**config.mk**
```make
export PLATFORM = sky130hd
export DESIGN_NAME = glyph_text_to_pixel_rects
export DESIGN_NICKNAME = d
export VERILOG_FILES = /design/src/hdl/gtpr_pkg.sv /design/src/hdl/glyph_text_to_pixel_rects.sv /design/src/hdl/gtpr_ctrl.sv /design/src/hdl/gtpr_datapath.sv
export SDC_FILE = /design/constraint.sdc
export NUM_CORES = 1
export LEC_CHECK = 0
export BUFFER_PORTS_ARGS = -buffer_cell sky130_fd_sc_hd__buf_2
export CAP_MARGIN = 20
export CORE_MARGIN = 3
export CORE_UTILIZATION = 59
export CTS_CLUSTER_SIZE = 16
export DETAILED_ROUTE_END_ITERATION = 8
export HOLD_SLACK_MARGIN = 0.05
export MAX_ROUTING_LAYER = met4
export PLACE_DENSITY = 0.87
export SYNTH_ARGS = -nofsm -noshare
export SYNTH_HDL_FRONTEND = slang
export SYNTH_HIERARCHICAL = 1
export SYNTH_SLANG_ARGS = --single-unit
```
**constraint.sdc**
```tcl
create_clock -name clk -period 4.68 [get_ports clk]
set_input_delay 0.468 -clock clk [delete_from_list [all_inputs] [get_ports clk]]
set_output_delay 0.468 -clock clk [all_outputs]
set_load 0.01 [all_outputs]
```
**src/hdl/gtpr_pkg.sv**
```systemverilog
// ----------------------------------------------------------------------------
// gtpr_pkg
// Shared types, constants, font ROM and helper functions.
// ----------------------------------------------------------------------------
package gtpr_pkg;

    // field widths
    localparam int CODE_W      = 8;
    localparam int IN_COORD_W  = 16;
    localparam int OUT_COORD_W = 16;
    localparam int SCALE_W     = 7;
    localparam int COLOR_W     = 32;

    // internal coordinate range
    localparam int COORD_BITS  = 16;
    localparam int WIDE_W      = (COORD_BITS > IN_COORD_W) ? COORD_BITS : IN_COORD_W;
    localparam int SUM_W       = WIDE_W + 2;

    localparam longint COORD_MAX_L = (longint'(1) <<< (COORD_BITS - 1)) - 1;
    localparam longint COORD_MIN_L = -COORD_MAX_L - 1;
    localparam logic signed [SUM_W-1:0] SUM_COORD_MAX = SUM_W'(COORD_MAX_L);
    localparam logic signed [SUM_W-1:0] SUM_COORD_MIN = SUM_W'(COORD_MIN_L);

    // glyph geometry
    localparam int GLYPH_ROWS    = 7;
    localparam int GLYPH_COLS    = 5;
    localparam int GLYPH_CELLS   = GLYPH_ROWS * GLYPH_COLS;
    localparam int GLYPH_COUNT   = 42;
    localparam int GLYPH_IDX_W   = $clog2(GLYPH_COUNT);
    localparam int COL_W         = $clog2(GLYPH_COLS);
    localparam int ADVANCE_CELLS = 6;
    localparam int ADV_W         = SCALE_W + 3;

    // stream packing
    localparam int S_TDATA_BITS = CODE_W + 2 * IN_COORD_W + SCALE_W + COLOR_W;
    localparam int S_TDATA_W    = ((S_TDATA_BITS + 7) / 8) * 8;
    localparam int M_TDATA_BITS = 2 * OUT_COORD_W + SCALE_W + COLOR_W;
    localparam int M_TDATA_W    = ((M_TDATA_BITS + 7) / 8) * 8;

    localparam int S_CODE_LSB  = 0;
    localparam int S_OX_LSB    = S_CODE_LSB + CODE_W;
    localparam int S_OY_LSB    = S_OX_LSB + IN_COORD_W;
    localparam int S_SCALE_LSB = S_OY_LSB + IN_COORD_W;
    localparam int S_COLOR_LSB = S_SCALE_LSB + SCALE_W;

    // character codes
    localparam logic [CODE_W-1:0] CH_LOWER_A  = 8'h61;
    localparam logic [CODE_W-1:0] CH_LOWER_Z  = 8'h7A;
    localparam logic [CODE_W-1:0] CH_UPPER_A  = 8'h41;
    localparam logic [CODE_W-1:0] CH_UPPER_Z  = 8'h5A;
    localparam logic [CODE_W-1:0] CH_DIGIT_0  = 8'h30;
    localparam logic [CODE_W-1:0] CH_DIGIT_9  = 8'h39;
    localparam logic [CODE_W-1:0] CH_SPACE    = 8'h20;
    localparam logic [CODE_W-1:0] CH_MINUS    = 8'h2D;
    localparam logic [CODE_W-1:0] CH_COLON    = 8'h3A;
    localparam logic [CODE_W-1:0] CH_PERIOD   = 8'h2E;
    localparam logic [CODE_W-1:0] CH_BANG     = 8'h21;
    localparam logic [CODE_W-1:0] CH_QUESTION = 8'h3F;
    localparam logic [CODE_W-1:0] CASE_FOLD   = 8'h20;

    // ROM slots
    localparam logic [GLYPH_IDX_W-1:0] GI_DIGIT_0  = 6'd26;
    localparam logic [GLYPH_IDX_W-1:0] GI_SPACE    = 6'd36;
    localparam logic [GLYPH_IDX_W-1:0] GI_MINUS    = 6'd37;
    localparam logic [GLYPH_IDX_W-1:0] GI_COLON    = 6'd38;
    localparam logic [GLYPH_IDX_W-1:0] GI_PERIOD   = 6'd39;
    localparam logic [GLYPH_IDX_W-1:0] GI_BANG     = 6'd40;
    localparam logic [GLYPH_IDX_W-1:0] GI_QUESTION = 6'd41;

    // Row bit GLYPH_COLS-1 is the leftmost column.
    localparam logic [GLYPH_COLS-1:0] FONT_ROM [GLYPH_COUNT][GLYPH_ROWS] = '{
        '{5'h04, 5'h0A, 5'h1F, 5'h11, 5'h11, 5'h11, 5'h00}, // A
        '{5'h1E, 5'h11, 5'h1E, 5'h1E, 5'h11, 5'h1E, 5'h00}, // B
        '{5'h0F, 5'h10, 5'h10, 5'h10, 5'h10, 5'h0F, 5'h00}, // C
        '{5'h1E, 5'h11, 5'h11, 5'h11, 5'h11, 5'h1E, 5'h00}, // D
        '{5'h1F, 5'h10, 5'h1E, 5'h1E, 5'h10, 5'h1F, 5'h00}, // E
        '{5'h1F, 5'h10, 5'h1E, 5'h1E, 5'h10, 5'h10, 5'h00}, // F
        '{5'h0F, 5'h10, 5'h17, 5'h11, 5'h11, 5'h0F, 5'h00}, // G
        '{5'h11, 5'h11, 5'h1F, 5'h11, 5'h11, 5'h11, 5'h00}, // H
        '{5'h1F, 5'h04, 5'h04, 5'h04, 5'h04, 5'h1F, 5'h00}, // I
        '{5'h1F, 5'h01, 5'h01, 5'h01, 5'h11, 5'h0E, 5'h00}, // J
        '{5'h11, 5'h12, 5'h1C, 5'h1C, 5'h12, 5'h11, 5'h00}, // K
        '{5'h10, 5'h10, 5'h10, 5'h10, 5'h10, 5'h1F, 5'h00}, // L
        '{5'h11, 5'h1B, 5'h15, 5'h11, 5'h11, 5'h11, 5'h00}, // M
        '{5'h11, 5'h19, 5'h15, 5'h13, 5'h11, 5'h11, 5'h00}, // N
        '{5'h0E, 5'h11, 5'h11, 5'h11, 5'h11, 5'h0E, 5'h00}, // O
        '{5'h1E, 5'h11, 5'h1E, 5'h10, 5'h10, 5'h10, 5'h00}, // P
        '{5'h0E, 5'h11, 5'h11, 5'h15, 5'h13, 5'h0F, 5'h00}, // Q
        '{5'h1E, 5'h11, 5'h1E, 5'h14, 5'h12, 5'h11, 5'h00}, // R
        '{5'h0F, 5'h10, 5'h0E, 5'h01, 5'h01, 5'h1E, 5'h00}, // S
        '{5'h1F, 5'h04, 5'h04, 5'h04, 5'h04, 5'h04, 5'h00}, // T
        '{5'h11, 5'h11, 5'h11, 5'h11, 5'h11, 5'h0E, 5'h00}, // U
        '{5'h11, 5'h11, 5'h11, 5'h11, 5'h0A, 5'h04, 5'h00}, // V
        '{5'h11, 5'h11, 5'h11, 5'h15, 5'h1B, 5'h11, 5'h00}, // W
        '{5'h11, 5'h0A, 5'h04, 5'h04, 5'h0A, 5'h11, 5'h00}, // X
        '{5'h11, 5'h11, 5'h0A, 5'h04, 5'h04, 5'h04, 5'h00}, // Y
        '{5'h1F, 5'h02, 5'h04, 5'h08, 5'h10, 5'h1F, 5'h00}, // Z
        '{5'h0E, 5'h11, 5'h13, 5'h15, 5'h19, 5'h11, 5'h0E}, // 0
        '{5'h04, 5'h0C, 5'h04, 5'h04, 5'h04, 5'h04, 5'h1F}, // 1
        '{5'h0E, 5'h11, 5'h01, 5'h06, 5'h08, 5'h10, 5'h1F}, // 2
        '{5'h0E, 5'h11, 5'h01, 5'h06, 5'h01, 5'h11, 5'h0E}, // 3
        '{5'h02, 5'h06, 5'h0A, 5'h12, 5'h1F, 5'h02, 5'h02}, // 4
        '{5'h1F, 5'h10, 5'h1E, 5'h01, 5'h01, 5'h11, 5'h0E}, // 5
        '{5'h0E, 5'h11, 5'h10, 5'h1E, 5'h11, 5'h11, 5'h0E}, // 6
        '{5'h1F, 5'h01, 5'h02, 5'h04, 5'h08, 5'h10, 5'h10}, // 7
        '{5'h0E, 5'h11, 5'h11, 5'h0E, 5'h11, 5'h11, 5'h0E}, // 8
        '{5'h0E, 5'h11, 5'h11, 5'h0F, 5'h01, 5'h11, 5'h0E}, // 9
        '{5'h00, 5'h00, 5'h00, 5'h00, 5'h00, 5'h00, 5'h00}, // space
        '{5'h00, 5'h00, 5'h1F, 5'h00, 5'h00, 5'h00, 5'h00}, // minus
        '{5'h00, 5'h04, 5'h00, 5'h00, 5'h04, 5'h00, 5'h00}, // colon
        '{5'h00, 5'h00, 5'h00, 5'h00, 5'h00, 5'h04, 5'h00}, // period
        '{5'h04, 5'h04, 5'h04, 5'h04, 5'h00, 5'h04, 5'h00}, // bang
        '{5'h0E, 5'h11, 5'h02, 5'h04, 5'h00, 5'h04, 5'h00}  // question
    };

    typedef enum logic [0:0] {
        ST_IDLE,
        ST_SCAN
    } gtpr_state_t;

    typedef struct packed {
        logic load;     // take the input transaction
        logic step;     // process one glyph cell
        logic advance;  // move the pen past the character
    } gtpr_cmd_t;

    typedef struct packed {
        logic glyph_done;  // no set cells left
        logic out_free;    // output register can take a square
    } gtpr_status_t;

    // Glyph as a cell vector, cell 0 (top left) in bit 0, row-major.
    // Codes without a glyph give all zeros.
    function automatic logic [GLYPH_CELLS-1:0] glyph_bits(input logic [CODE_W-1:0] code);
        logic [CODE_W-1:0]      c;
        logic [GLYPH_IDX_W-1:0] idx;
        logic                   hit;
        logic [GLYPH_CELLS-1:0] bits;
        c   = code;
        idx = '0;
        hit = 1'b1;
        if (c >= CH_LOWER_A && c <= CH_LOWER_Z)
            c = c - CASE_FOLD;
        priority if (c >= CH_UPPER_A && c <= CH_UPPER_Z)
            idx = GLYPH_IDX_W'(c - CH_UPPER_A);
        else if (c >= CH_DIGIT_0 && c <= CH_DIGIT_9)
            idx = GI_DIGIT_0 + GLYPH_IDX_W'(c - CH_DIGIT_0);
        else if (c == CH_SPACE)
            idx = GI_SPACE;
        else if (c == CH_MINUS)
            idx = GI_MINUS;
        else if (c == CH_COLON)
            idx = GI_COLON;
        else if (c == CH_PERIOD)
            idx = GI_PERIOD;
        else if (c == CH_BANG)
            idx = GI_BANG;
        else if (c == CH_QUESTION)
            idx = GI_QUESTION;
        else
            hit = 1'b0;
        bits = '0;
        if (hit)
        begin
            for (int r = 0; r < GLYPH_ROWS; r++)
            begin
                for (int k = 0; k < GLYPH_COLS; k++)
                begin
                    bits[r * GLYPH_COLS + k] = FONT_ROM[idx][r][GLYPH_COLS - 1 - k];
                end
            end
        end
        return bits;
    endfunction

    function automatic logic signed [COORD_BITS-1:0] sat_coord(
        input logic signed [SUM_W-1:0] v
    );
        logic signed [COORD_BITS-1:0] r;
        priority if (v > SUM_COORD_MAX)
            r = COORD_BITS'(COORD_MAX_L);
        else if (v < SUM_COORD_MIN)
            r = COORD_BITS'(COORD_MIN_L);
        else
            r = v[COORD_BITS-1:0];
        return r;
    endfunction

    // Low bits of the sign-extended coordinate.
    function automatic logic [OUT_COORD_W-1:0] out_coord(
        input logic signed [COORD_BITS-1:0] v
    );
        logic signed [COORD_BITS+OUT_COORD_W-1:0] w;
        w = (COORD_BITS + OUT_COORD_W)'(v);
        return w[OUT_COORD_W-1:0];
    endfunction

endpackage

```
**src/hdl/glyph_text_to_pixel_rects.sv**
```systemverilog
// ----------------------------------------------------------------------------
// glyph_text_to_pixel_rects
// 5x7 character generator: one character in, one square per set font pixel.
// ----------------------------------------------------------------------------
// Usage:
//   Slave stream carries one character per transaction; master stream carries
//   one filled square per transaction, tlast on the last square of a glyph.
//   Lower case is folded to upper case. Unknown codes and the space give no
//   squares, but the pen still moves right by 6 * scale.
// Timing:
//   A character is taken in the idle state, then the 35 glyph cells are
//   walked one per cycle by the cell shifter while the output register is
//   free, stopping after the last set cell; then the pen is updated. A
//   square is in the output register in the cycle after its cell is walked,
//   so for cell 0 it follows the load and the first step of the scan.
// Reset:
//   Asynchronous, active low. Pen returns to 0, no square is pending.
// Backpressure:
//   A square waits in the output register; while it is not taken the cell
//   walk holds. A new character can still be accepted in the idle state.
// ----------------------------------------------------------------------------
module glyph_text_to_pixel_rects (
    input  logic                           clk,
    input  logic                           rst_n,
    // slave stream
    input  logic                           s_axis_tvalid,
    output logic                           s_axis_tready,
    // tdata: char_code[7:0], origin_x[23:8], origin_y[39:24],
    //        pixel_scale[46:40], draw_color[78:47], zero pad[79]
    input  logic [gtpr_pkg::S_TDATA_W-1:0] s_axis_tdata,
    // tuser: start_of_text
    input  logic                           s_axis_tuser,
    // master stream
    output logic                           m_axis_tvalid,
    input  logic                           m_axis_tready,
    // tdata: rect_x[15:0], rect_y[31:16], rect_size[38:32],
    //        rect_color[70:39], zero pad[71]
    output logic [gtpr_pkg::M_TDATA_W-1:0] m_axis_tdata,
    // tlast: last_of_glyph
    output logic                           m_axis_tlast
);

    gtpr_pkg::gtpr_cmd_t    cmd;
    gtpr_pkg::gtpr_status_t status;

    // sequencing: idle / scan
    gtpr_ctrl u_ctrl (
        .clk           (clk),
        .rst_n         (rst_n),
        .s_axis_tvalid (s_axis_tvalid),
        .s_axis_tready (s_axis_tready),
        .status        (status),
        .cmd           (cmd)
    );

    // glyph bits, coordinates, pen and output stage
    gtpr_datapath u_dp (
        .clk           (clk),
        .rst_n         (rst_n),
        .cmd           (cmd),
        .status        (status),
        .s_axis_tdata  (s_axis_tdata),
        .s_axis_tuser  (s_axis_tuser),
        .m_axis_tvalid (m_axis_tvalid),
        .m_axis_tready (m_axis_tready),
        .m_axis_tdata  (m_axis_tdata),
        .m_axis_tlast  (m_axis_tlast)
    );

endmodule

```
**src/hdl/gtpr_ctrl.sv**
```systemverilog
// ----------------------------------------------------------------------------
// gtpr_ctrl
// Controller: accepts a character, sequences the cell scan, advances the pen.
// ----------------------------------------------------------------------------
module gtpr_ctrl (
    input  logic                   clk,
    input  logic                   rst_n,
    input  logic                   s_axis_tvalid,
    output logic                   s_axis_tready,
    input  gtpr_pkg::gtpr_status_t status,
    output gtpr_pkg::gtpr_cmd_t    cmd
);

    gtpr_pkg::gtpr_state_t state_reg;
    gtpr_pkg::gtpr_state_t state_next;

    always_ff @(posedge clk or negedge rst_n)
    begin
        if (!rst_n)
            state_reg <= gtpr_pkg::ST_IDLE;
        else
            state_reg <= state_next;
    end

    always_comb
    begin
        state_next    = state_reg;
        cmd           = '0;
        s_axis_tready = 1'b0;
        unique case (state_reg)
            gtpr_pkg::ST_IDLE:
            begin
                s_axis_tready = 1'b1;
                if (s_axis_tvalid)
                begin
                    cmd.load   = 1'b1;
                    state_next = gtpr_pkg::ST_SCAN;
                end
            end
            gtpr_pkg::ST_SCAN:
            begin
                priority if (status.glyph_done)
                begin
                    cmd.advance = 1'b1;
                    state_next  = gtpr_pkg::ST_IDLE;
                end
                else if (status.out_free)
                    cmd.step = 1'b1;
            end
            default:
                state_next = gtpr_pkg::ST_IDLE;
        endcase
    end

endmodule

```
**src/hdl/gtpr_datapath.sv**
```systemverilog
// ----------------------------------------------------------------------------
// gtpr_datapath
// Glyph cell shifter, coordinate accumulators, pen and output register.
// ----------------------------------------------------------------------------
module gtpr_datapath (
    input  logic                              clk,
    input  logic                              rst_n,
    input  gtpr_pkg::gtpr_cmd_t               cmd,
    output gtpr_pkg::gtpr_status_t            status,
    input  logic [gtpr_pkg::S_TDATA_W-1:0]    s_axis_tdata,
    input  logic                              s_axis_tuser,
    output logic                              m_axis_tvalid,
    input  logic                              m_axis_tready,
    output logic [gtpr_pkg::M_TDATA_W-1:0]    m_axis_tdata,
    output logic                              m_axis_tlast
);

    localparam int SUM_W   = gtpr_pkg::SUM_W;
    localparam int COORD_W = gtpr_pkg::COORD_BITS;
    localparam int SCALE_W = gtpr_pkg::SCALE_W;
    localparam int COLOR_W = gtpr_pkg::COLOR_W;
    localparam int CELLS   = gtpr_pkg::GLYPH_CELLS;
    localparam int COL_W   = gtpr_pkg::COL_W;
    localparam int IN_W    = gtpr_pkg::IN_COORD_W;
    localparam int PAD_W   = gtpr_pkg::M_TDATA_W - gtpr_pkg::M_TDATA_BITS;
    localparam logic [COL_W-1:0] COL_LAST = COL_W'(gtpr_pkg::GLYPH_COLS - 1);

    // input fields
    logic        [gtpr_pkg::CODE_W-1:0] in_code;
    logic signed [IN_W-1:0]             in_ox;
    logic signed [IN_W-1:0]             in_oy;
    logic        [SCALE_W-1:0]          in_scale;
    logic        [COLOR_W-1:0]          in_color;

    assign in_code  = s_axis_tdata[gtpr_pkg::S_CODE_LSB +: gtpr_pkg::CODE_W];
    assign in_ox    = s_axis_tdata[gtpr_pkg::S_OX_LSB +: IN_W];
    assign in_oy    = s_axis_tdata[gtpr_pkg::S_OY_LSB +: IN_W];
    assign in_scale = s_axis_tdata[gtpr_pkg::S_SCALE_LSB +: SCALE_W];
    assign in_color = s_axis_tdata[gtpr_pkg::S_COLOR_LSB +: COLOR_W];

    logic        [CELLS-1:0]   bits_reg,  bits_next;
    logic        [COL_W-1:0]   col_reg,   col_next;
    logic signed [SUM_W-1:0]   x_reg,     x_next;
    logic signed [SUM_W-1:0]   y_reg,     y_next;
    logic signed [COORD_W-1:0] pen_reg,   pen_next;
    logic        [SCALE_W-1:0] scale_reg, scale_next;
    logic        [COLOR_W-1:0] color_reg, color_next;
    logic                      out_valid_reg, out_valid_next;
    logic [gtpr_pkg::M_TDATA_W-1:0] out_data_reg, out_data_next;
    logic                      out_last_reg,  out_last_next;

    logic signed [COORD_W-1:0] load_pen;
    logic signed [SUM_W-1:0]   pen_ext;
    logic signed [SUM_W-1:0]   scale_ext;
    logic        [gtpr_pkg::ADV_W-1:0] adv;
    logic signed [SUM_W-1:0]   adv_ext;

    assign load_pen  = s_axis_tuser ? gtpr_pkg::sat_coord(SUM_W'(in_ox)) : pen_reg;
    assign pen_ext   = SUM_W'(pen_reg);
    assign scale_ext = SUM_W'(scale_reg);
    // 6 * scale as two shifted copies
    assign adv       = gtpr_pkg::ADV_W'({scale_reg, 2'b00})
                     + gtpr_pkg::ADV_W'({scale_reg, 1'b0});
    assign adv_ext   = SUM_W'(adv);

    always_comb
    begin
        bits_next      = bits_reg;
        col_next       = col_reg;
        x_next         = x_reg;
        y_next         = y_reg;
        pen_next       = pen_reg;
        scale_next     = scale_reg;
        color_next     = color_reg;
        out_valid_next = out_valid_reg;
        out_data_next  = out_data_reg;
        out_last_next  = out_last_reg;

        if (out_valid_reg && m_axis_tready)
            out_valid_next = 1'b0;

        if (cmd.load)
        begin
            bits_next  = gtpr_pkg::glyph_bits(in_code);
            col_next   = '0;
            pen_next   = load_pen;
            x_next     = SUM_W'(load_pen);
            y_next     = SUM_W'(in_oy);
            scale_next = in_scale;
            color_next = in_color;
        end

        if (cmd.step)
        begin
            if (bits_reg[0])
            begin
                out_valid_next = 1'b1;
                out_data_next  = {{PAD_W{1'b0}}, color_reg, scale_reg,
                                  gtpr_pkg::out_coord(gtpr_pkg::sat_coord(y_reg)),
                                  gtpr_pkg::out_coord(gtpr_pkg::sat_coord(x_reg))};
                // last set cell when nothing remains above it
                out_last_next  = (bits_reg[CELLS-1:1] == '0);
            end
            bits_next = bits_reg >> 1;
            if (col_reg == COL_LAST)
            begin
                col_next = '0;
                x_next   = pen_ext;
                y_next   = y_reg + scale_ext;
            end
            else
            begin
                col_next = col_reg + COL_W'(1);
                x_next   = x_reg + scale_ext;
            end
        end

        if (cmd.advance)
            pen_next = gtpr_pkg::sat_coord(pen_ext + adv_ext);
    end

    always_ff @(posedge clk or negedge rst_n)
    begin
        if (!rst_n)
        begin
            pen_reg       <= '0;
            out_valid_reg <= 1'b0;
        end
        else
        begin
            pen_reg       <= pen_next;
            out_valid_reg <= out_valid_next;
        end
    end

    always_ff @(posedge clk)
    begin
        bits_reg     <= bits_next;
        col_reg      <= col_next;
        x_reg        <= x_next;
        y_reg        <= y_next;
        scale_reg    <= scale_next;
        color_reg    <= color_next;
        out_data_reg <= out_data_next;
        out_last_reg <= out_last_next;
    end

    assign status.glyph_done = (bits_reg == '0);
    assign status.out_free   = !out_valid_reg || m_axis_tready;

    assign m_axis_tvalid = out_valid_reg;
    assign m_axis_tdata  = out_data_reg;
    assign m_axis_tlast  = out_last_reg;

endmodule

```
; Yosys cells after proc, flatten, opt, wreduce, memory -nomap -nowiden
; Memory sizes are Yosys's and may differ from the RTL's.
; Cells that the tools add are included.
[op_classes]
magnitude_cmp = 15
add_sub_neg = 9
n_mux = 55
bitwise = 2
eq_ne = 7
n_reduce_logical = 11
[op_table]
columns = operator, n
row1 = $mux 16, 9
row2 = $mux 18, 6
row3 = $mux 35, 3
row4 = $mux 34, 2
row5 = $gt 18x16->1 const B, 3
row6 = $lt 18x16->1 const B, 3
row7 = $mux 6, 9
row8 = $eq 8x6->1 const B, 6
row9 = $add 18x8->18, 2
row10 = $logic_not 35->1, 1
row11 = $logic_not 34->1, 1
row12 = $mux 1, 19
row13 = $add 16x11->17, 1
row14 = $ge 8x7->1 const B, 2
row15 = $gt 16x16->1 const B, 1
row16 = $le 8x7->1 const B, 2
row17 = $lt 16x16->1 const B, 1
row18 = $mux 8, 2
row19 = $add 9x8->10, 1
row20 = $mux 3, 3
row21 = $ge 8x6->1 const B, 1
row22 = $le 8x6->1 const B, 1
row23 = $sub 8x6->8 const B, 1
row24 = $ge 7x7->1 const B, 1
row25 = other kinds (14), 18
[totals]
regBits = 203
n_memories = 1
input_bits = 85
output_inout_bits = 75
rom_bits = 2240
[mem_list]
columns = name, depth, width, rd, rd_clocked_by_memory_dff, write_ports, line
row1 = (no name shown), 64, 35, 1, 0, 0, gtpr_pkg.sv:169  ; bits[r * GLYPH_COLS + k] = FONT_ROM[idx][r][GLYPH_COLS - 1 - k];

; Longest topological paths before layout
; Gate-level depths: netlist (run 1).
[logic_depth]
depth_word = 21
depth_mapped = 19
mapped_depth_nobuf = 18

; Cells and area by module
; Netlist (run 1), hierarchy kept.
[by_module_without_submodules]
columns = module, cells_each, instances, seq_area_each_um2, area_per_inst_um2
row1 = gtpr_datapath, 1221, 1, 5790.6, 11980.2
row2 = gtpr_ctrl, 7, 1, 25.0, 66.3

; Worst setup path after synthesis (run 1)
; No wires, ideal clock.
[synth_path]
kind = register -> register
start = reg u_dp.bits_reg[30]
end = reg u_dp.out_data_reg, in the netlist u_dp/m_axis_tdata[0], enable pin
setup_slack_ns = 0.935
path_stages_with_launch = 12
arrival_ns = 3.319
synth_period_minus_slack_ns = 3.745
path_buffers = 3
path_cell_list = edfxtp_1 -> nor4_1 -> and4_1 -> nand4_1 -> nor4_1 -> nor2b_1 -> nor3b_2 -> clkbuf_1 -> clkbuf_1 -> buf_1 -> nand2_1 -> inv_1
[synth_rtl]
columns = item, line
row1 = "start, declared", gtpr_datapath.sv:41  ; logic [CELLS-1:0] bits_reg, bits_next;
row2 = "start signal, assigned", gtpr_datapath.sv:138  ; bits_reg <= bits_next;
row3 = "end signal, assigned", gtpr_datapath.sv:144  ; out_data_reg <= out_data_next;
row4 = "end, declared", gtpr_datapath.sv:49  ; logic [gtpr_pkg::M_TDATA_W-1:0] out_data_reg, out_data_next;

; Worst setup path in the final report (run 1)
[layout_path]
start = reg u_dp.scale_reg[0]
end = reg u_dp.pen_reg[12]
[layout_via]
elab_chain_cells = 6
word_cells_on_any_way = 7
[layout_lines]
columns = item, line
row1 = "start, declared", gtpr_datapath.sv:46  ; logic [SCALE_W-1:0] scale_reg, scale_next;
row2 = "start signal, assigned", gtpr_datapath.sv:142  ; scale_reg <= scale_next;
row3 = $add 9x8->10 *, gtpr_datapath.sv:63  ; + gtpr_pkg::ADV_W'({scale_reg, 1'b0});
row4 = $add 16x11->17 *, gtpr_datapath.sv:119  ; pen_next = gtpr_pkg::sat_coord(pen_ext + adv_ext);
row5 = $lt 18x16->1, gtpr_pkg.sv:182  ; else if (v < SUM_COORD_MIN)
row6 = $mux 16, gtpr_pkg.sv:182
row7 = $mux 16 *, gtpr_pkg.sv:180  ; priority if (v > SUM_COORD_MAX)
row8 = $mux 16 *, gtpr_datapath.sv:118  ; if (cmd.advance)
row9 = "end signal, assigned", gtpr_datapath.sv:131  ; pen_reg <= pen_next;
row10 = "end, declared", gtpr_datapath.sv:45  ; logic signed [COORD_W-1:0] pen_reg, pen_next;
; Mark *: on every way between the ends. The rest lies on a longest branch, timed or not.
; A chain may end at the register's enable or synchronous reset.

==> flow_metrics.env, run 1 <==
export IMPL_synth_cell_type_count=94
export IMPL_powerDensity_nw_per_um2=523
export IMPL_clock_sinks=203
export IMPL_dieArea_um2=22200
export IMPL_grt_overflow_total=0
export IMPL_path_common_cell="a21oi_1"
export IMPL_clk_latency_ns=0.50
export IMPL_synth_nets=1370
export IMPL_max_stage_delay_ns=0.85
export IMPL_min_path_type="input port to flip-flop"
export IMPL_cts_root_buf="clkbuf_16"
export IMPL_drt_iter0_drc=1366
export IMPL_worstHoldEndpoint="u_dp/color_reg[9]"
export IMPL_fin_ws_ns=0.361
export IMPL_die_w_um=149
export IMPL_regToRegEndpoint="u_dp/pen_reg[12]"
export IMPL_gp_congestion=1.03
export IMPL_p_comb_share_pct=33.9
export IMPL_die_h_um=149
export IMPL_layout_nets=1504
export IMPL_grt_pass1_vias=9770
export IMPL_route_detailed_drc=0
export IMPL_portBuffers=157
export IMPL_setup_viol_count_final=0
export IMPL_grt_pass1_wl_um=51000
export IMPL_finalHoldViolCount=0
export IMPL_rsz0062_at_grt="no"
export IMPL_async_flop_share_pct=8.87
export IMPL_ctsHtreeMaxLevel=1
export IMPL_p_sw_w=0.00260
export IMPL_fp_row_count=51
export IMPL_ys_ff_latch=203
export IMPL_synth_top_area_share_pct=41.4
export IMPL_worstPathCellList="ha_1 -> fa_1 -> a21o_1 -> a21oi_1 -> inv_1 -> a21oi_1 -> nor2_1 -> nor2_1 -> xnor2_1 -> ha_1 -> o21a_1 -> a21boi_0 -> o211ai_1 -> nand2_1 -> o22ai_1 -> a21oi_1 -> o221ai_1"
export IMPL_worstPathMaxFanout=12
export IMPL_firstDrtPassIters=8
export IMPL_fin_crit_sh_pct=92.3
export IMPL_r2r_cells=17
export IMPL_dp_hpwl_um=23100
export IMPL_synth_cells=1228
export IMPL_postCtsResizedCells=0
export IMPL_min_from="s_axis_tdata[56]"
export IMPL_antennaDiodeCount=0
export IMPL_max_freq_mhz=232
export IMPL_core_area_um2=19800
export IMPL_grt_max_degree=73
export IMPL_ios=160
export IMPL_cts_buffers=21
export IMPL_synth_top_area_cell="edfxtp_1"
export IMPL_critical_path_class="flip-flop to flip-flop"
export IMPL_switching_share_pct=36.4
export IMPL_report_final_slew_viol_count=0
export IMPL_slew_headroom_pct=30.6
export IMPL_clk_pin_slew_ns=0.06
export IMPL_end_kind="flip-flop"
export IMPL_antenna_found_initial=0
export IMPL_post_route_min_period_ns=4.32
export IMPL_vdd_drop_max_mv=0.677
export IMPL_clockBufferDepth=3
export IMPL_synth_avg_cell_area_um2=9.81
export IMPL_arrival_ns=4.73
export IMPL_worst_slew_pin_slew_ns=1.04
export IMPL_ant_nets=0
export IMPL_drt_total_wl_um=32600
export IMPL_p_leak_nw=5.50
export IMPL_fin_tns_setup_ns=0
export IMPL_dp_slack_ns=0.483
export IMPL_routed_via_density=6.38
export IMPL_crit_required_ns=5.09
export IMPL_synthesis_area_um2=12000
export IMPL_synth_warnings=6
export IMPL_cap_violations=0
export IMPL_cts_setup_buffers=0
export IMPL_synth_edf_count=166
export IMPL_seq_power_share_pct=45.2
export IMPL_largest_reg_flops=71
export IMPL_wl_per_cell_um=19.9
export IMPL_start_util_pct=60.9
export IMPL_clock_power_share_pct=20.9
export IMPL_skew_ns=0.0257
export IMPL_ys_top_cells_by_area="edfxtp_1 41%, ha_1 5.5%, nor2_1 4.1%"
export IMPL_status="finished clean"
export IMPL_cp_slowest_cell="o211ai_1"
export IMPL_cts_tree="built"
export IMPL_hold_path_depth=1
export IMPL_ys_seq_area_share_pct=48.3
export IMPL_vias=10500
export IMPL_p_int_w=0.00455
export IMPL_timing_rr_start="u_dp/scale_reg[0]"
export IMPL_synth_common_cells="166 x edfxtp_1, 131 x nor2_1, 130 x nand2_1"
export IMPL_ys_flop_type="edfxtp_1"
export IMPL_grt_total_usage_pct=29.3
export IMPL_rrSetupSlack_ns=0.36
export IMPL_yosysMostFrequentCell="edfxtp_1"
export IMPL_crit_path_start_kind="flip-flop"
export IMPL_layout_drive_gt1_share_pct=18.0
export IMPL_syn_to_final_growth_pct=13.4
## what timing repair did
action	CTS	global route
hold buffers	1	0
endpoints found under the setup margin	0	0
hold endpoints to repair	18	0
## area by class of cell
class | instances | area, um^2
clock inverter | 10 | 46.3
timing repair buffer | 189 | 1040
fill | 1475 | 6120
inverter | 52 | 195
tap | 265 | 332
clock buffer | 26 | 554
sequential | 203 | 5820
multi-input combinational | 895 | 5680
## routing by layer
| metal | wire, um | vias up | GRT usage, % |
|---|---|---|---|
| li1 | - | 4855 | - |
| met1 | 13600 | 4983 | 39.7 |
| met2 | 15600 | 561 | 46.7 |
| met3 | 2450 | 72 | 3.89 |
| met4 | 981 | 0 | 8.60 |
| met5 | 0 | - | - |
## worst max path at each step
stage                            startpoint              endpoint  slack (ns)  depth (start not counted)
after CTS                 u_dp/scale_reg[0]      u_dp/pen_reg[12]        0.45                         17
after floorplan           u_dp/bits_reg[30]  u_dp/m_axis_tdata[0]        0.94                         11
after global placement      s_axis_tdata[0]     u_dp/bits_reg[27]        0.58                         14
final                     u_dp/scale_reg[0]      u_dp/pen_reg[12]        0.36                         17
after detailed placement    s_axis_tdata[0]     u_dp/bits_reg[27]        0.48                         14
after global routing      u_dp/scale_reg[1]      u_dp/pen_reg[12]        0.02                         16
## critical path, delay by kind of cell (launching register included)
kind / cells / cell delay (ns)
compound gates: 9 / 2.17
xor+xnor: 1 / 0.16
fa+ha+maj: 3 / 0.99
buf+inv: 1 / 0.08
flops: 1 / 0.50
simple gates: 3 / 0.35
## logic make-up (layout without fill, tap and decap cells)
group / count (synthesis) / in the layout / share of synthesized area (%)
adders and majority gates: 58 / 58 / 6.25
DFF: 203 / 203 / 48.3
muxes: 15 / 15 / 1.26
and+or+nand+nor: 388 / 388 / 14.6
other: 1 / 1 / 0.0311
buffers and inverters: 130 / 277 / 4.63
AOI/OAI and AO/OA: 400 / 400 / 22.5
xor gates and xnor gates: 33 / 33 / 2.40
## power groups by stage
| stage | combinational [W] | clock (W) | sequential, W |
|---|---|---|---|
| 3_5_place_dp | 0.00236 | 0 | 0.00324 |
| 6_report | 0.00242 | 0.00150 | 0.00323 |
| 3_3_place_gp | 0.00227 | 0 | 0.00320 |
| 5_1_grt | 0.00268 | 0.00159 | 0.00330 |
| 2_1_floorplan | 0.00171 | 0 | 0.00313 |
| 4_1_cts | 0.00239 | 0.00152 | 0.00321 |
## metrics by stage
stage	total power [W]	hold slack (ns)	area, um^2	utilization [%]	instances
2_1_floorplan	0.00484	0.172	12000	-	1228
3_3_place_gp	0.00547	0.400	13100	66.0	1603
3_5_place_dp	0.00560	0.405	13100	66.0	1603
4_1_cts	0.00713	0.146	13700	69.1	1640
5_1_grt	0.00757	0.146	13700	69.1	1640
6_report	0.00715	0.160	13700	69.1	1640
## placed cells by master (no fill, tap or decap), types with 23 or more instances in the layout
| cell | synthesis | layout |
|---|---|---|
| nand3_1 | 27 | 27 |
| o22ai_1 | 24 | 24 |
| buf_2 | 8 | 157 |
| ha_1 | 53 | 53 |
| a21oi_1 | 92 | 92 |
| nor2_1 | 131 | 130 |
| o21ai_0 | 72 | 72 |
| nand2_1 | 130 | 130 |
| inv_1 | 47 | 45 |
| edfxtp_1 | 166 | 166 |
| buf_4 | 6 | 30 |
| xnor2_1 | 24 | 24 |
| a21boi_0 | 23 | 23 |
Power figures use the tool's default switching activity.
==> run 2, diff against run 1 <==
--- a/config.mk
+++ b/config.mk
@@ -7,8 +7,10 @@
 export LEC_CHECK = 0
 export BUFFER_PORTS_ARGS = -buffer_cell sky130_fd_sc_hd__buf_2
 export CAP_MARGIN = 20
+export CELL_PAD_IN_SITES_DETAIL_PLACEMENT = 1
+export CELL_PAD_IN_SITES_GLOBAL_PLACEMENT = 2
 export CORE_MARGIN = 3
-export CORE_UTILIZATION = 59
+export CORE_UTILIZATION = 37
 export CTS_CLUSTER_SIZE = 16
 export DETAILED_ROUTE_END_ITERATION = 8
 export HOLD_SLACK_MARGIN = 0.05
==> run 2 against run 1 <==
Against the previous run: setup slack improved by 0.29 ns; sequential share of layout area is 1.4 points lower; cell count up 11%; global-route usage fell by 8.2 points; critical endpoint is now u_dp/pen_reg[11]; via count down 1.7%; register-to-register slack gained 0.29 ns; clock-buffer cell count increased by 7.
==> flow_metrics.env, run 2 (same netlist as run 1, synthesis figures left out) <==
export IMPL_status="finished clean"
export IMPL_crit_required_ns=5.07
export IMPL_fp_row_count=65
export IMPL_max_freq_mhz=248
export IMPL_clk_pin_slew_ns=0.06
export IMPL_fin_tns_setup_ns=0
export IMPL_skew_ns=0.0150
export IMPL_clock_sinks=203
export IMPL_grt_pass1_wl_um=58400
export IMPL_r2r_cells=18
export IMPL_syn_to_final_growth_pct=17.2
export IMPL_die_w_um=186
export IMPL_dp_hpwl_um=26500
export IMPL_worstPathMaxFanout=14
export IMPL_grt_max_degree=73
export IMPL_min_from="s_axis_tdata[50]"
export IMPL_cts_tree="built"
export IMPL_cts_root_buf="clkbuf_16"
export IMPL_p_comb_share_pct=32.7
export IMPL_worstHoldEndpoint="u_dp/color_reg[3]"
export IMPL_utilization_pct=44.4
export IMPL_firstDrtPassIters=5
export IMPL_antenna_found_initial=1
export IMPL_rrSetupSlack_ns=0.65
export IMPL_route_detailed_drc=0
export IMPL_largest_reg_flops=71
export IMPL_grt_pass1_vias=10500
export IMPL_layout_commonest_cell="edfxtp_1"
export IMPL_ctsHtreeMaxLevel=1
export IMPL_arrival_ns=4.42
export IMPL_grt_total_usage_pct=21.1
export IMPL_grt_overflow_total=0
export IMPL_layout_nets=1507
export IMPL_post_route_min_period_ns=4.03
export IMPL_vdd_drop_max_mv=0.354
export IMPL_most_common_layout_cells="166 x edfxtp_1, 157 x buf_2, 130 x nor2_1, 130 x nand2_1, 92 x a21oi_1"
export IMPL_p_int_w=0.00495
export IMPL_drt_total_wl_um=36900
export IMPL_fin_crit_sh_pct=86.2
export IMPL_seq_power_share_pct=42.3
export IMPL_ant_nets=0
export IMPL_hold_path_depth=1
export IMPL_dieArea_um2=34800
export IMPL_worst_slew_pin_slew_ns=1.11
export IMPL_crit_path_start_kind="flip-flop"
export IMPL_setup_viol_count_final=0
export IMPL_routed_via_density=5.67
export IMPL_cts_setup_buffers=0
export IMPL_cts_buffers=22
export IMPL_regToRegEndpoint="u_dp/pen_reg[11]"
export IMPL_switching_share_pct=35.6
export IMPL_wl_per_cell_um=20.3
export IMPL_start_util_pct=37.9
export IMPL_layout_drive_gt1_share_pct=18.5
export IMPL_drt_iter0_drc=816
export IMPL_end_kind="flip-flop"
export IMPL_vias=10300
export IMPL_p_sw_w=0.00274
export IMPL_clk_latency_ns=0.51
export IMPL_min_path_type="input port to flip-flop"
export IMPL_clock_power_share_pct=25.0
export IMPL_p_leak_nw=5.61
export IMPL_critical_path_class="flip-flop to flip-flop"
export IMPL_slew_headroom_pct=25.7
export IMPL_portBuffers=157
export IMPL_powerDensity_nw_per_um2=544
export IMPL_ios=160
export IMPL_report_final_slew_viol_count=0
export IMPL_cap_violations=0
export IMPL_core_area_um2=31800
export IMPL_finalHoldViolCount=0
export IMPL_power_w=0.00769
export IMPL_clockBufferDepth=3
export IMPL_rsz0062_at_grt="no"
export IMPL_die_h_um=186
export IMPL_timing_rr_start="u_dp/scale_reg[1]"
export IMPL_gp_congestion=0.937
run 2: changes by cell type in the layout (fill, tap and decap cells not counted):
| cell | delta |
|---|---|
| clkbuf_8 | +2 |
| diode_2 | +1 |
| clkbuf_16 | +2 |
| buf_4 | +1 |
| inv_2 | -1 |
| bufinv_16 | +5 |
| inv_6 | -1 |
| clkbuf_1 | +3 |
| clkinv_2 | -2 |
| clkinv_1 | -4 |
| buf_16 | +1 |
run 2: per-layer routing:
| layer | vias up | wire length [um] | GRT usage [%] |
|---|---|---|---|
| met3 | 62 | 1780 | 2.48 |
| li1 | 4849 | - | - |
| met4 | 0 | 1010 | 5.23 |
| met5 | - | 0 | - |
| met2 | 278 | 17300 | 34.1 |
| met1 | 5106 | 16800 | 28.4 |
run 2: how the worst max path moves through the flow:
stage,start,to,slack (ns)
after floorplan,u_dp/bits_reg[30],u_dp/m_axis_tdata[0],0.94
after global placement,s_axis_tdata[0],u_dp/bits_reg[14],0.67
after detailed placement,s_axis_tdata[1],u_dp/bits_reg[27],0.62
after CTS,u_dp/scale_reg[1],u_dp/pen_reg[11],0.63
after global routing,u_dp/scale_reg[1],u_dp/pen_reg[11],0.20
final,u_dp/scale_reg[1],u_dp/pen_reg[11],0.65
run 2: layout make-up:
class | count | area [um^2]
Inverter | 52 | 196
Multi-Input combinational cell | 895 | 5680
Antenna cell | 1 | 2.50
Timing Repair Buffer | 191 | 1080
Clock inverter | 7 | 158
Clock buffer | 33 | 643
Fill cell | 3618 | 17700
Sequential cell | 203 | 5820
Tap cell | 435 | 544
run 2: critical path, stage by stage, from the launching register on:
cell and delay, ns:
edfxtp_1 0.53, ha_1 0.30, fa_1 0.41, a21o_1 0.17, a21oi_1 0.22, inv_1 0.08, a21oi_1 0.16, nor2_1 0.06
nor2_1 0.11, xnor2_1 0.11, ha_1 0.37, o21a_1 0.16, a21boi_0 0.28, nand2b_1 0.19, o221ai_1 0.11, buf_4 0.23
a21oi_1 0.13, nor2_1 0.06, o221a_2 0.24
run 2: power by group through the flow:
stage	Clock, W	Sequential [W]	Combinational, W
finish	0.00192	0.00325	0.00251
global route	0.00203	0.00334	0.00281
CTS	0.00196	0.00328	0.00245
detailed placement	0	0.00331	0.00242
global placement	0	0.00327	0.00233
floorplan	0	0.00313	0.00171
run 2: repair_timing:
item | 4_1_cts | 5_1_grt
gates resized for setup | 0 | 0
hold buffers | 1 | 0
endpoints found under the hold margin | 18 | 0
setup endpoints to repair | 0 | 0
run 2: through the flow:
stage,instance area [um^2],setup slack [ns],cells,hold slack (ns)
finish,14100,0.647,1817,0.138
detailed placement,13300,0.616,1774,0.407
global route,14100,0.198,1817,0.120
global placement,13300,0.674,1773,0.400
floorplan,12000,0.935,1228,0.172
CTS,14100,0.629,1815,0.116
==> run 3, diff against run 2 <==
--- a/config.mk
+++ b/config.mk
@@ -9,7 +9,7 @@
 export CAP_MARGIN = 20
 export CELL_PAD_IN_SITES_DETAIL_PLACEMENT = 1
 export CELL_PAD_IN_SITES_GLOBAL_PLACEMENT = 2
-export CORE_MARGIN = 3
+export CORE_MARGIN = 5
 export CORE_UTILIZATION = 37
 export CTS_CLUSTER_SIZE = 16
 export DETAILED_ROUTE_END_ITERATION = 8
==> run 3 against run 2 <==
Against the previous run: via count decreased by 0.15%; combinational power increased by 2%; non-clock buffer count increased by 4; clock power decreased by 12%; routed wire length increased by 1.8%; sequential power decreased by 1%; sequential cell count unchanged; largest power group unchanged.
==> flow_metrics.env, run 3 (same netlist as run 1, synthesis figures left out) <==
export IMPL_status="finished clean"
export IMPL_fin_tns_setup_ns=0
export IMPL_cap_violations=0
export IMPL_max_freq_mhz=240
export IMPL_die_w_um=190
export IMPL_setup_viol_count_final=0
export IMPL_cts_buffers=22
export IMPL_end_kind="flip-flop"
export IMPL_syn_to_final_growth_pct=16.9
export IMPL_fin_crit_sh_pct=88.9
export IMPL_firstDrtPassIters=5
export IMPL_largest_reg_flops=71
export IMPL_die_h_um=190
export IMPL_ios=160
export IMPL_worstPathMaxFanout=8
export IMPL_min_path_type="input port to flip-flop"
export IMPL_vias=10300
export IMPL_rrSetupSlack_ns=0.52
export IMPL_portBuffers=157
export IMPL_worstPathCellList="buf_4 -> ha_1 -> a21o_1 -> a21oi_1 -> nor2b_1 -> o21ai_0 -> nand2b_1 -> xnor2_1 -> ha_1 -> a211o_1 -> nor2_1 -> o21ai_0 -> nand3_1 -> o221ai_1 -> buf_4 -> a31oi_1 -> a21oi_1 -> a21o_1"
export IMPL_fin_ws_ns=0.520
export IMPL_dp_hpwl_um=27100
export IMPL_clock_sinks=203
export IMPL_rsz0062_at_grt="no"
export IMPL_layout_drive_gt1_share_pct=18.9
export IMPL_crit_path_start_kind="flip-flop"
export IMPL_hold_path_depth=1
export IMPL_core_area_um2=32400
export IMPL_critical_path_class="flip-flop to flip-flop"
export IMPL_routed_via_density=5.63
export IMPL_grt_max_degree=43
export IMPL_cts_tree="built"
export IMPL_antenna_found_initial=1
export IMPL_ctsHtreeMaxLevel=1
export IMPL_grt_pass1_vias=10300
export IMPL_min_from="s_axis_tdata[76]"
export IMPL_skew_ns=0.00808
export IMPL_worst_slew_pin_slew_ns=0.956
export IMPL_grt_overflow_total=0
export IMPL_fill_cells=3730
export IMPL_gp_congestion=0.903
export IMPL_cp_slowest_cell="edfxtp_1"
export IMPL_drt_iter0_drc=723
export IMPL_report_final_slew_viol_count=0
export IMPL_wl_per_cell_um=20.5
export IMPL_clk_pin_slew_ns=0.07
export IMPL_power_w=0.00747
export IMPL_route_detailed_drc=0
export IMPL_grt_pass1_wl_um=58400
export IMPL_slew_headroom_pct=36.3
export IMPL_r2r_cells=18
export IMPL_postCtsResizedCells=0
export IMPL_finalHoldViolCount=0
export IMPL_utilization_pct=43.5
export IMPL_max_stage_delay_ns=0.41
export IMPL_start_util_pct=37.2
export IMPL_powerDensity_nw_per_um2=531
export IMPL_ant_nets=0
export IMPL_layout_commonest_cell="edfxtp_1"
export IMPL_clockBufferDepth=3
export IMPL_clk_latency_ns=0.51
export IMPL_cts_root_buf="clkbuf_16"
export IMPL_timing_rr_start="u_dp/scale_reg[1]"
export IMPL_vdd_drop_max_mv=0.240
export IMPL_dp_slack_ns=0.501
export IMPL_most_common_layout_cells="166 x edfxtp_1, 157 x buf_2, 130 x nor2_1, 130 x nand2_1, 92 x a21oi_1"
export IMPL_p_leak_nw=5.59
export IMPL_whs_ns=0.132
export IMPL_regToRegEndpoint="u_dp/pen_reg[8]"
export IMPL_crit_required_ns=5.08
export IMPL_fp_row_count=66
export IMPL_dieArea_um2=36300
export IMPL_drt_total_wl_um=37500
export IMPL_worstHoldEndpoint="u_dp/color_reg[29]"
export IMPL_post_route_min_period_ns=4.16
export IMPL_layout_nets=1511
export IMPL_arrival_ns=4.56
export IMPL_grt_total_usage_pct=20.5
[run 3: changes by cell type in the layout (fill, tap and decap cells not counted), sizes merged]
cell      before  now
clkbuf        33   26
clkinv         4   11
buf          190  194
bufinv         5    1
clkinvlp       0    3
[run 3: worst max-delay path, delay by kind of cell (launching register included)]
family	cells	cell delay [ns]
compound gates	9	1.77
xor+xnor	1	0.25
fa+ha+maj	2	0.62
buf+inv	2	0.49
flops	1	0.41
simple gates	4	0.52
[run 3: routing by layer]
metal / GRT usage [%] / up-vias / wire length [um]
li1: - / 4862 / -
met1: 27.5 / 5068 / 16500
met2: 33.0 / 284 / 18000
met3: 2.42 / 66 / 1840
met4: 5.66 / 0 / 1140
met5: - / - / 0
[run 3: how the worst max path moves through the flow]
stage                                 endpoint         startpoint  slack (ns)  cells past startpoint
after detailed placement     u_dp/bits_reg[20]    s_axis_tdata[0]        0.50                     14
after CTS                      u_dp/pen_reg[8]  u_dp/scale_reg[1]        0.50                     18
after global routing           u_dp/pen_reg[8]  u_dp/scale_reg[1]        0.05                     17
final                          u_dp/pen_reg[8]  u_dp/scale_reg[1]        0.52                     18
after global placement       u_dp/bits_reg[20]    s_axis_tdata[0]        0.55                     14
after floorplan           u_dp/m_axis_tdata[0]  u_dp/bits_reg[30]        0.94                     11
[run 3: repair_timing]
item                                    in CTS  in global routing
hold buffers                                 1                  0
setup buffers                                0                  0
endpoints found under the setup margin       0                  0
endpoints found under the hold margin       18                  0
[run 3: power by group]
part,internal [W],switching [W]
registers,0.00274,0.000467
clock network,0.000964,0.000729
logic,0.00102,0.00156
[run 3: final cells by class]
type                    instances  area (um^2)  share of cell area (%)
flip-flops and latches        203         5820                    41.3
inverters                      52          196                    1.40
well taps                     442          553                    3.93
multi-input cells             895         5680                    40.4
repair buffers                195         1140                    8.09
clock inverters                13         92.6                   0.658
clock buffers                  26          597                    4.24
diodes                          1         2.50                  0.0178
[run 3: per-stage QoR]
| step | area [um^2] | instances |
|---|---|---|
| 2_1_floorplan | 12000 | 1228 |
| 3_3_place_gp | 13300 | 1783 |
| 3_5_place_dp | 13300 | 1784 |
| 4_1_cts | 14000 | 1824 |
| 5_1_grt | 14100 | 1827 |
| 6_report | 14100 | 1827 |
